File: src/rtl/core/bdq_pkg.sv
// Shared constants and types for the bounded deque with delete-by-value.
package bdq_pkg;

    localparam int DEPTH    = 16;
    localparam int IDX_W    = $clog2(DEPTH);
    localparam int CNT_W    = $clog2(DEPTH + 1);
    localparam int DATA_W   = 32;
    localparam int MODE_W   = 3;
    localparam int STATUS_W = 2;
    localparam int OCC_W    = 5;

    typedef enum logic [MODE_W-1:0] {
        MODE_PUSH_BACK  = 3'd0,
        MODE_PUSH_FRONT = 3'd1,
        MODE_POP_FRONT  = 3'd2,
        MODE_POP_BACK   = 3'd3,
        MODE_DELETE     = 3'd4,
        MODE_MAX        = 3'd5
    } t_mode;

    typedef enum logic [STATUS_W-1:0] {
        ST_OK    = 2'd0,
        ST_EMPTY = 2'd1,
        ST_FULL  = 2'd2
    } t_status;

    typedef struct packed {
        logic [MODE_W-1:0]        mode;
        logic signed [DATA_W-1:0] operand;
    } t_in_item;

    typedef struct packed {
        logic signed [DATA_W-1:0] data;
        t_status                  status;
        logic [OCC_W-1:0]         occupancy;
    } t_out_item;

    // What a cell loads on the next edge.
    typedef enum logic [1:0] {
        SEL_HOLD,
        SEL_OPERAND,
        SEL_LEFT,
        SEL_RIGHT
    } t_cell_sel;

    typedef enum logic [1:0] {
        S_IDLE,
        S_MAX,
        S_DEL,
        S_FIN
    } t_state;

endpackage

File: src/rtl/core/bdq_cell.sv
// One deque cell: holds an entry and takes it from a neighbour or the operand.
module bdq_cell (
    input  logic                              i_clk,
    input  bdq_pkg::t_cell_sel                i_sel,
    input  logic signed [bdq_pkg::DATA_W-1:0] i_left,
    input  logic signed [bdq_pkg::DATA_W-1:0] i_right,
    input  logic signed [bdq_pkg::DATA_W-1:0] i_operand,
    output logic signed [bdq_pkg::DATA_W-1:0] o_value,
    output logic                              o_match
);
    import bdq_pkg::*;

    logic signed [DATA_W-1:0] r_value;
    logic signed [DATA_W-1:0] n_value;

    always_comb begin
        unique case (i_sel)
            SEL_OPERAND: n_value = i_operand;
            SEL_LEFT:    n_value = i_left;
            SEL_RIGHT:   n_value = i_right;
            default:     n_value = r_value;
        endcase
    end

    always_ff @(posedge i_clk) begin
        r_value <= n_value;
    end

    assign o_value = r_value;
    assign o_match = (r_value == i_operand);

endmodule

File: src/rtl/core/bounded_deque_with_delete.sv
// Top level of the bounded deque: cell row, sequencer, occupancy and result register.
//
// Usage. Input transactions carry a mode and a signed operand on i_in_data; they are
// taken at an edge where i_in_valid is high and o_in_stall is low. Every input
// transaction yields exactly one output transaction on o_out_data (data, status,
// occupancy after the operation), taken when o_out_valid is high and i_out_stall low.
// The entries sit in a row of DEPTH cells, the front entry in cell 0. Pushes and pops
// move the whole row by one place, write one cell, or only lower the count, so their
// result appears in the cycle after acceptance. Maximum rotates the row once round,
// one cell a cycle, comparing the entry leaving cell 0 with a running maximum; its
// result is registered from S_FIN. Delete compares every cell with the operand at
// once and closes up the lowest matching entry each cycle until none is left; its
// result is also registered from S_FIN. Operations on an empty store, and unused
// modes, are answered straight from the idle state. One operation is in progress at
// a time: the next transaction is taken once the row is idle and the output register
// is empty or being read at that edge. A stalled receiver holds the output register;
// a finished scan then waits until the register is free. Reset empties the store and
// clears the sequencer; cell contents are not cleared.
module bounded_deque_with_delete (
    input  logic               i_clk,
    input  logic               i_rst_n,
    input  logic               i_in_valid,
    output logic               o_in_stall,
    input  bdq_pkg::t_in_item  i_in_data,
    output logic               o_out_valid,
    input  logic               i_out_stall,
    output bdq_pkg::t_out_item o_out_data
);
    import bdq_pkg::*;

    t_state                   r_state;
    t_state                   n_state;
    logic [CNT_W-1:0]         r_count;
    logic [CNT_W-1:0]         n_count;
    logic [IDX_W-1:0]         r_step;
    logic [IDX_W-1:0]         n_step;
    logic signed [DATA_W-1:0] r_operand;
    logic signed [DATA_W-1:0] r_acc;
    logic signed [DATA_W-1:0] n_acc;
    logic                     r_out_valid;
    logic                     n_out_valid;
    t_out_item                r_out;
    t_out_item                n_out;

    logic signed [DATA_W-1:0] w_value [DEPTH];
    logic                     w_match [DEPTH];
    t_cell_sel                w_sel   [DEPTH];
    logic                     w_prefix[DEPTH];
    logic                     w_any_del;
    logic signed [DATA_W-1:0] w_cell_operand;
    logic                     w_accept;
    logic                     w_out_free;
    logic                     w_empty;
    logic                     w_full;
    logic                     w_scan_last;
    t_mode                    w_mode;

    assign w_out_free  = !r_out_valid || !i_out_stall;
    assign o_in_stall  = (r_state != S_IDLE) || !w_out_free;
    assign w_accept    = i_in_valid && !o_in_stall;
    assign w_empty     = (r_count == '0);
    assign w_full      = (r_count == CNT_W'(DEPTH));
    assign w_scan_last = (r_step == IDX_W'(DEPTH - 1));
    assign w_mode      = t_mode'(i_in_data.mode);

    // In the idle state the operand comes straight from the input; during a delete
    // scan every cell compares against the captured one.
    assign w_cell_operand = (r_state == S_IDLE) ? i_in_data.operand : r_operand;

    // The row of cells. Cell 0 holds the front; the ends are joined so that the row
    // can rotate round for the maximum scan.
    for (genvar g = 0; g < DEPTH; g++) begin : g_cell
        bdq_cell u_cell (
            .i_clk     (i_clk),
            .i_sel     (w_sel[g]),
            .i_left    (w_value[(g + DEPTH - 1) % DEPTH]),
            .i_right   (w_value[(g + 1) % DEPTH]),
            .i_operand (w_cell_operand),
            .o_value   (w_value[g]),
            .o_match   (w_match[g])
        );
    end

    // Marks every cell at or beyond the first occupied matching one: those cells take
    // their right neighbour's entry, which removes the first match and keeps the order.
    always_comb begin
        logic run;
        run = 1'b0;
        for (int k = 0; k < DEPTH; k++) begin
            run         = run || (w_match[k] && (CNT_W'(k) < r_count));
            w_prefix[k] = run;
        end
        w_any_del = run;
    end

    // Next-state logic of the sequencer.
    always_comb begin
        n_state = r_state;
        unique case (r_state)
            S_IDLE: begin
                if (w_accept && !w_empty) begin
                    if (w_mode == MODE_MAX) begin
                        n_state = S_MAX;
                    end else if (w_mode == MODE_DELETE) begin
                        n_state = S_DEL;
                    end
                end
            end
            S_MAX: begin
                if (w_scan_last) begin
                    n_state = S_FIN;
                end
            end
            S_DEL: begin
                if (!w_any_del) begin
                    n_state = S_FIN;
                end
            end
            S_FIN: begin
                if (w_out_free) begin
                    n_state = S_IDLE;
                end
            end
        endcase
    end

    // Datapath and output logic of the sequencer.
    always_comb begin
        logic signed [DATA_W-1:0] res_data;
        t_status                  res_status;
        logic                     res_now;

        n_count     = r_count;
        n_step      = r_step;
        n_acc       = r_acc;
        n_out_valid = r_out_valid && i_out_stall;
        n_out       = r_out;
        res_data    = '0;
        res_status  = ST_OK;
        res_now     = 1'b1;
        for (int k = 0; k < DEPTH; k++) begin
            w_sel[k] = SEL_HOLD;
        end

        unique case (r_state)
            S_IDLE: begin
                if (w_accept) begin
                    unique case (w_mode)
                        MODE_PUSH_BACK: begin
                            if (w_full) begin
                                res_status = ST_FULL;
                            end else begin
                                for (int k = 0; k < DEPTH; k++) begin
                                    if (CNT_W'(k) == r_count) begin
                                        w_sel[k] = SEL_OPERAND;
                                    end
                                end
                                n_count = r_count + 1'b1;
                            end
                        end
                        MODE_PUSH_FRONT: begin
                            if (w_full) begin
                                res_status = ST_FULL;
                            end else begin
                                for (int k = 0; k < DEPTH; k++) begin
                                    w_sel[k] = (k == 0) ? SEL_OPERAND : SEL_LEFT;
                                end
                                n_count = r_count + 1'b1;
                            end
                        end
                        MODE_POP_FRONT: begin
                            if (w_empty) begin
                                res_status = ST_EMPTY;
                            end else begin
                                res_data = w_value[0];
                                for (int k = 0; k < DEPTH; k++) begin
                                    w_sel[k] = SEL_RIGHT;
                                end
                                n_count = r_count - 1'b1;
                            end
                        end
                        MODE_POP_BACK: begin
                            if (w_empty) begin
                                res_status = ST_EMPTY;
                            end else begin
                                res_data = w_value[IDX_W'(r_count - 1'b1)];
                                n_count  = r_count - 1'b1;
                            end
                        end
                        MODE_DELETE, MODE_MAX: begin
                            if (w_empty) begin
                                res_status = ST_EMPTY;
                            end else begin
                                res_now = 1'b0;
                                n_step  = '0;
                                n_acc   = '0;
                            end
                        end
                        default: begin
                        end
                    endcase
                    if (res_now) begin
                        n_out_valid     = 1'b1;
                        n_out.data      = res_data;
                        n_out.status    = res_status;
                        n_out.occupancy = OCC_W'(n_count);
                    end
                end
            end
            S_MAX: begin
                for (int k = 0; k < DEPTH; k++) begin
                    w_sel[k] = SEL_RIGHT;
                end
                if (CNT_W'(r_step) < r_count) begin
                    if ((r_step == '0) || (w_value[0] > r_acc)) begin
                        n_acc = w_value[0];
                    end
                end
                n_step = w_scan_last ? '0 : r_step + 1'b1;
            end
            S_DEL: begin
                for (int k = 0; k < DEPTH; k++) begin
                    if (w_prefix[k]) begin
                        w_sel[k] = SEL_RIGHT;
                    end
                end
                if (w_any_del) begin
                    n_count = r_count - 1'b1;
                end
            end
            S_FIN: begin
                if (w_out_free) begin
                    n_out_valid     = 1'b1;
                    n_out.data      = r_acc;
                    n_out.status    = ST_OK;
                    n_out.occupancy = OCC_W'(r_count);
                end
            end
        endcase
    end

    always_ff @(posedge i_clk) begin
        if (!i_rst_n) begin
            r_state     <= S_IDLE;
            r_count     <= '0;
            r_step      <= '0;
            r_out_valid <= 1'b0;
        end else begin
            r_state     <= n_state;
            r_count     <= n_count;
            r_step      <= n_step;
            r_out_valid <= n_out_valid;
        end
    end

    always_ff @(posedge i_clk) begin
        if (w_accept) begin
            r_operand <= i_in_data.operand;
        end
        r_acc <= n_acc;
        r_out <= n_out;
    end

    assign o_out_valid = r_out_valid;
    assign o_out_data  = r_out;

    // The store never holds more than DEPTH entries.
    a_count_bound: assert property (@(posedge i_clk) disable iff (!i_rst_n)
        r_count <= CNT_W'(DEPTH))
        else $error("occupancy above depth");

    // A delete scan never lengthens the store.
    a_del_shrinks: assert property (@(posedge i_clk) disable iff (!i_rst_n)
        (r_state == S_DEL) |=> (r_count <= $past(r_count)))
        else $error("delete scan grew the store");

    // A maximum scan is only ever running on a non-empty store.
    a_max_nonempty: assert property (@(posedge i_clk) disable iff (!i_rst_n)
        (r_state == S_MAX) |-> (r_count != '0))
        else $error("maximum scan on empty store");

    // No result is produced by the scan states themselves.
    a_scan_quiet: assert property (@(posedge i_clk) disable iff (!i_rst_n)
        ((r_state == S_MAX) || (r_state == S_DEL)) && !r_out_valid |=> !r_out_valid)
        else $error("result produced during scan");

endmodule

File: config.mk
export PLATFORM = sky130hd
export DESIGN_NAME = bounded_deque_with_delete
export DESIGN_NICKNAME = d
export VERILOG_FILES = /design/src/rtl/core/bdq_pkg.sv /design/src/rtl/core/bdq_cell.sv /design/src/rtl/core/bounded_deque_with_delete.sv
export SDC_FILE = /design/constraint.sdc
export NUM_CORES = 2
export LEC_CHECK = 0
export BUFFER_PORTS_ARGS = -buffer_cell sky130_fd_sc_hd__buf_2
export CAP_MARGIN = 20
export CORE_MARGIN = 1.5
export CORE_UTILIZATION = 50
export CTS_CLUSTER_SIZE = 12
export DETAILED_ROUTE_END_ITERATION = 10
export PLACE_DENSITY = 0.66
export SLEW_MARGIN = 20
export SYNTH_ARGS = -nofsm -noshare
export SYNTH_HDL_FRONTEND = slang
export SYNTH_SLANG_ARGS = --single-unit
File: constraint.sdc
create_clock -name i_clk -period 12.6 [get_ports i_clk]
set_clock_uncertainty 0.2 [all_clocks]
set_input_delay 0.63 -clock i_clk [delete_from_list [all_inputs] [get_ports i_clk]]
set_output_delay 0.63 -clock i_clk [all_outputs]
set_load 0.01 [all_outputs]
Word-level counts from Yosys, hierarchy flattened
Cells that the tools add are included.
{"block": "op_classes", "add_sub_neg": 3, "mux": 99, "n_eq_ne": 101, "reduce_logical": 75, "n_lt_le_gt_ge": 19, "n_bitwise": 1}
{"op": "$pmux 32 s3", "n": 18}
{"op": "$eq 32x32->1", "n": 16}
{"op": "$mux 32", "n": 12}
{"op": "$bmux 32 s4", "n": 1}
{"op": "$pmux 32 s2", "n": 2}
{"op": "$mux 39", "n": 3}
{"op": "$pmux 39 s2", "n": 1}
{"op": "$eq 2x2->1 const B", "n": 34}
{"op": "$mux 31", "n": 2}
{"op": "$reduce_bool 3->1", "n": 16}
{"op": "$mux 2", "n": 23}
{"op": "$eq 4x5->1 const A", "n": 8}
{"op": "$lt 4x5->1 const A", "n": 8}
{"op": "$eq 2x1->1 const B", "n": 17}
{"op": "$gt 32x32->1", "n": 1}
{"op": "$mux 1", "n": 23}
{"op": "$eq 3x5->1 const A", "n": 4}
{"op": "$lt 3x5->1 const A", "n": 4}
{"op": "$mux 5", "n": 4}
{"op": "$pmux 5 s2", "n": 2}
{"op": "$logic_and 1x1->1", "n": 19}
{"op": "$logic_or 1x1->1", "n": 18}
{"op": "$mux 4", "n": 4}
{"op": "$ne 2x2->1 const B", "n": 8}
{"op": "33 further kinds", "n": 50}
{"block": "totals", "word_cells": 323, "output_inout_bits": 41, "register_bits": 627}

Depth between registers and ports, before layout
{"block": "logic_depth", "word_depth": 23, "ltp_mapped": 19}

Cells and area by module
Synthesis repeated with hierarchy kept, for this count alone.
{"block": "hier_totals", "hier_cells": 3990, "hier_area_um2": 43210.2}
{"module": "bdq_cell", "seq_area_each_um2": 960.9, "area_per_inst_um2": 1986.9, "instances": 16, "cells_per_inst": 183}
{"module": "bounded_deque_with_delete", "seq_area_each_um2": 3333.2, "area_per_inst_um2": 11419.7, "instances": 1, "cells_per_inst": 1062}

Least setup slack after synthesis
OpenSTA, ideal clock, no wires.
{"block": "synth_timing", "kind": "reg2reg", "start": "reg g_cell[0].u_cell.r_value[1]", "end": "reg r_acc[0] (enable)", "period_less_slack_ps": 5986, "path_buffers": 0, "setup_slack_ps": 6614, "t_required_ps": 11898, "path_stages_with_launch": 12, "arrival_time_ps": 5285, "cell_sequence": "edfxtp_1 -> ha_1 -> nor2b_1 -> o21a_1 -> o21a_1 -> o21a_1 -> o21ai_0 -> nand2b_1 -> a211oi_1 -> o31ai_1 -> mux2_2 -> nor4_1"}
{"block": "synth_via", "elab_chain_cells": 4}
{"item": "start: declaration", "line": "bdq_cell.sv:13", "text": "logic signed [DATA_W-1:0] r_value;"}
{"item": "start signal: assignment", "line": "bdq_cell.sv:26", "text": "r_value <= n_value;"}
{"item": "$gt 32x32->1", "line": "bounded_deque_with_delete.sv:215", "text": "if ((r_step == '0) || (w_value[0] > r_acc)) begin"}
{"item": "$logic_or 1x1->1", "line": "bounded_deque_with_delete.sv:215"}
{"item": "$ne 2x2->1 (no source line)"}
{"item": "$reduce_and 6->1 (no source line)"}
{"item": "end signal: assignment", "line": "bounded_deque_with_delete.sv:260", "text": "r_acc <= n_acc;"}
{"item": "end: declaration", "line": "bounded_deque_with_delete.sv:38", "text": "logic signed [DATA_W-1:0] r_acc;"}
Every way passes these cells.
A chain may end at the register's enable or synchronous reset.

Final worst setup path
{"block": "layout_timing", "start": "reg r_state[0]", "end": "reg g_cell[11].u_cell.r_value[6] (data pin)"}
{"block": "layout_via", "elab_chain_cells": 19}
{"item": "start: declaration", "line": "bounded_deque_with_delete.sv:31", "text": "t_state r_state;"}
{"item": "start signal: assignment", "line": "bounded_deque_with_delete.sv:249", "text": "r_state <= n_state;"}
{"item": "$logic_not 2->1", "line": "bounded_deque_with_delete.sv:68, bounded_deque_with_delete.sv:145"}
{"item": "$mux 32", "line": "bounded_deque_with_delete.sv:68", "text": "assign w_cell_operand = (r_state == S_IDLE) ? i_in_data.operand : r_operand;"}
{"item": "$eq 32x32->1", "line": "bdq_cell.sv:30", "text": "assign o_match = (r_value == i_operand);"}
{"item": "$logic_and 1x1->1", "line": "bounded_deque_with_delete.sv:90", "text": "run = run || (w_match[k] && (CNT_W'(k) < r_count));"}
{"item": "$logic_or 1x1->1 (11 in a row)", "line": "bounded_deque_with_delete.sv:90"}
{"item": "$mux 2", "line": "bounded_deque_with_delete.sv:223", "text": "if (w_prefix[k]) begin"}
{"item": "$pmux 32 s3", "line": "bounded_deque_with_delete.sv:145", "text": "unique case (r_state)"}
{"item": "$eq 2x2->1 or $eq 2x1->1 (tied branches)", "line": "bdq_cell.sv:17", "text": "unique case (i_sel)"}
{"item": "$pmux 32 s3 (*)", "line": "bdq_cell.sv:17"}
{"item": "named net g_cell[11].u_cell.n_value[6]", "line": "bdq_cell.sv:14", "text": "logic signed [DATA_W-1:0] n_value;"}
{"item": "end signal: assignment", "line": "bdq_cell.sv:26"}
{"item": "end: declaration", "line": "bdq_cell.sv:13"}
The timed path passes the listed nets; every way through them passes the cells marked *.

==> summary.txt <==
Outcome: finished, violations left
Failing checks: design-rule violations
VDD IR max: 0.000208 V
Antenna-violating nets left: 0
FP Rows: 108
Net Count, Synth: 3983
Register area share after synthesis: 42.9%
Clock latency on the worst-skew pair: 0.67 ns
Antenna violations before repair: 7
First-pass GRT wire length: 288000 µm
Final Wtd Congestion: 1.08
Clock buffer count from CTS: 77
Least-Margin Pin Slew: 1.10 ns
CTS resizes: 0
Largest family of logic cells by synthesized area: multiplexers
Synth unique cells: 84
Largest net degree at the start of global routing: 65
DR iter-0 viols: 7236
Initial Util: 50.4%
P&R area growth vs syn: 9.97%
Most used DFF post-synth: edfxtp_1
Vias in the first global route: 34900
Fin. max-slew vios: 0
Final Net Count: 3942
I/O Buffers: 79
Crit path max fanout: 32
Synth Area per Inst: 11.2 µm²
Synth area leader: edfxtp_1
Grt total ovfl: 0
Simple-gate share of the synthesized area: 11.1%
Register clock-pin slew on the reported worst setup and hold paths: 0.06 ns
Synth Register Bits: 627
Total GRT Usage: 46.4%
DRT Wirelength: 212000 µm
Critical Path RT: 12.79 ns
Final setup fails: 0
Count leader, synth: edfxtp_1
CTS tree: built
Data arrival time of the worst path: 7.48 ns
FF+latch area: 18700 µm²
Critical path type: reg -> reg
Setup tns final: 0 ns
Clk root buf: clkbuf_16
Synth area leaders: edfxtp_1, xnor2_1, mux2i_1
Fin. Hold Viols: 0
Routed via count: 38000
Multi-input logic area: 23200 µm²
Crit. End Element: register
Remaining DRCs: 1
Post-CTS Setup Repair Bufs: 0
P per Cell Area: 307 nW/µm²
Final Cell Area: 48000 µm²
Pre-Repair DR Iteration Count: 11
WL/cell: 41.8 µm
Die ar.: 89000 µm²
Ys async rst share: 0%
Post-synthesis xor/xnor area fraction: 10.3%
Max Cap Viol: 0
Mux share of post-synthesis cell area: 16.1%
Num Clock Sinks: 627
Startpoint Class: register
Fillcell total: 7434
Final worst path period share: 57.8%
Compound-Gate Fraction of Synth Area: 12.7%
Synth Area in Adders: 1.35%
Cell count after synthesis: 3897
Max-slew headroom: 26.2%
Clock Tree Buf Depth: 3
Final min period: 7.28 ns
Height of the die: 298 µm
Drt via density: 7.48
Max Freq: 137 MHz
Post-synth EDFFs: 615
Mapped Area: 43600 µm²
Die X: 298 µm
HPWL Detailed: 148000 µm
Ys Warns: 0
Min-Delay Path Class: in -> reg
I/O Pins: 80
# H-tree levels: 3
Placed inst area: 45300 µm²
Top cells by count, synth: edfxtp_1, xnor2_1, mux2i_1, nor2_1, nand2_1
RSZ-0062 raised after global routing: no
Layout cells sized above 1: 16.4%
Lkg Pwr: 16.3 nW
Synth top area share: 42.3%
Core area: 86600 µm²
registers in the layout, indices dropped and copies added, names as in the netlist:
name / flops
g_cell.u_cell.o_value: 512
o_out_data: 39
o_out_valid: 1
r_acc: 32
r_count: 5
r_operand: 32
r_state: 2
r_step: 4
report_power, final:
part	internal, mW	total [mW]	switching (mW)
clock	1.29	2.25	0.959
sequential	3.31	4.30	0.990
combinational	2.83	8.16	5.33
worst paths after layout:
path	cells after the start	startpoint	slack, ns	to
max	15	r_state[0]$_SDFFE_PN0P_	5.32	g_cell[11].u_cell.o_value[6]$_DFFE_PP_
min	1	i_in_data[22]	0.01	r_operand[22]$_DFFE_PP_
min reg2reg	2	r_state[1]$_SDFFE_PN0P_	0.32	r_state[1]$_SDFFE_PN0P_
max reg2reg	15	r_state[0]$_SDFFE_PN0P_	5.32	g_cell[11].u_cell.o_value[6]$_DFFE_PP_
layout by cell type, fill, tap and decap left out, types with 9 or more instances in the layout:
cell           Yosys  layout
o21ai_0           31      31
a21o_1            17      15
ha_1              47      44
dfxtp_1           12      11
a32oi_1           33      33
clkinv_1           1      19
nor2b_1           41      41
a31oi_1           17       9
clkbuf_16          0      79
dlygate4sd3_1      0      14
nor4_1           204     202
inv_1            195     195
nor3_1            54      51
nand2_1          205     203
a21oi_4            0      12
xnor2_1          507     505
a21oi_1          156     138
buf_2             83      79
clkbuf_1         163      16
o221a_2           96      96
clkinv_2           0       9
nor2_1           276     273
mux4_2           128     128
edfxtp_1         615     615
a221o_1           96      96
nand4_1           47      47
a222oi_1          55      55
mux2i_1          357     355
mux2i_4           14      32
buf_4             47     118
a221oi_1          77      77
o22ai_1           37      37
nand3_1           87      86
stage by stage:
stage / hold WS [ns] / util (%) / setup WS (ns) / instances / total power, mW
after CTS: 0.000963 / 55.3 / 5.43 / 5068 / 14.2
after global placement: 0.302 / 52.3 / 5.52 / 4916 / 11.9
final: 0.0139 / 55.4 / 5.32 / 5075 / 14.7
after floorplan: 0.269 / - / 6.61 / 3897 / 8.81
after global routing: 0.0187 / 55.4 / 5.28 / 5069 / 14.9
after detailed placement: 0.308 / 52.3 / 5.48 / 4917 / 11.9
metal layers:
metal	track usage, %	part of all wire [%]	vias to the layer above
li1	-	-	15000
met1	61.5	36	18600
met2	65.1	41	3707
met3	17.1	16	682
met4	26.4	7.0	4
met5	0	0.012	-
worst max-delay path, stage by stage, from the launching register on:
cell and delay (ns):
dfxtp_1 0.34, inv_1 0.15, ha_4 0.44, buf_4 0.79, mux2i_4 0.34, buf_4 0.42, buf_4 0.44, xnor2_1 0.23
nor4_1 0.09, nand3_1 0.09, nor3_1 0.14, nor4_1 0.89, nand4_2 0.50, o21ai_1 0.48, nand3_2 0.73, o221a_2 0.60
kinds of logic after synthesis:
group	Yosys count
compound gates	685
buf+inv	529
xor+xnor	511
simple gates	981
flops	627
mux	517
fa+ha+maj	47
layout make-up:
type                            instances  area share (%)
Sequential cell                       627            39.0
Clock inverter                         42           0.840
Multi-Input combinational cell       2741            48.3
Inverter                              196            1.53
Clock buffer                           95            4.25
Timing Repair Buffer                  213            3.06
Tap cell                             1155            3.01
Antenna cell                            6          0.0313
what timing repair did:
item / 4_1_cts / 5_1_grt
endpoints found under the setup margin: 0 / 0
hold endpoints to repair: 14 / 0
hold buffers: 14 / 0
Note: power is estimated with default switching activity, not from simulation.
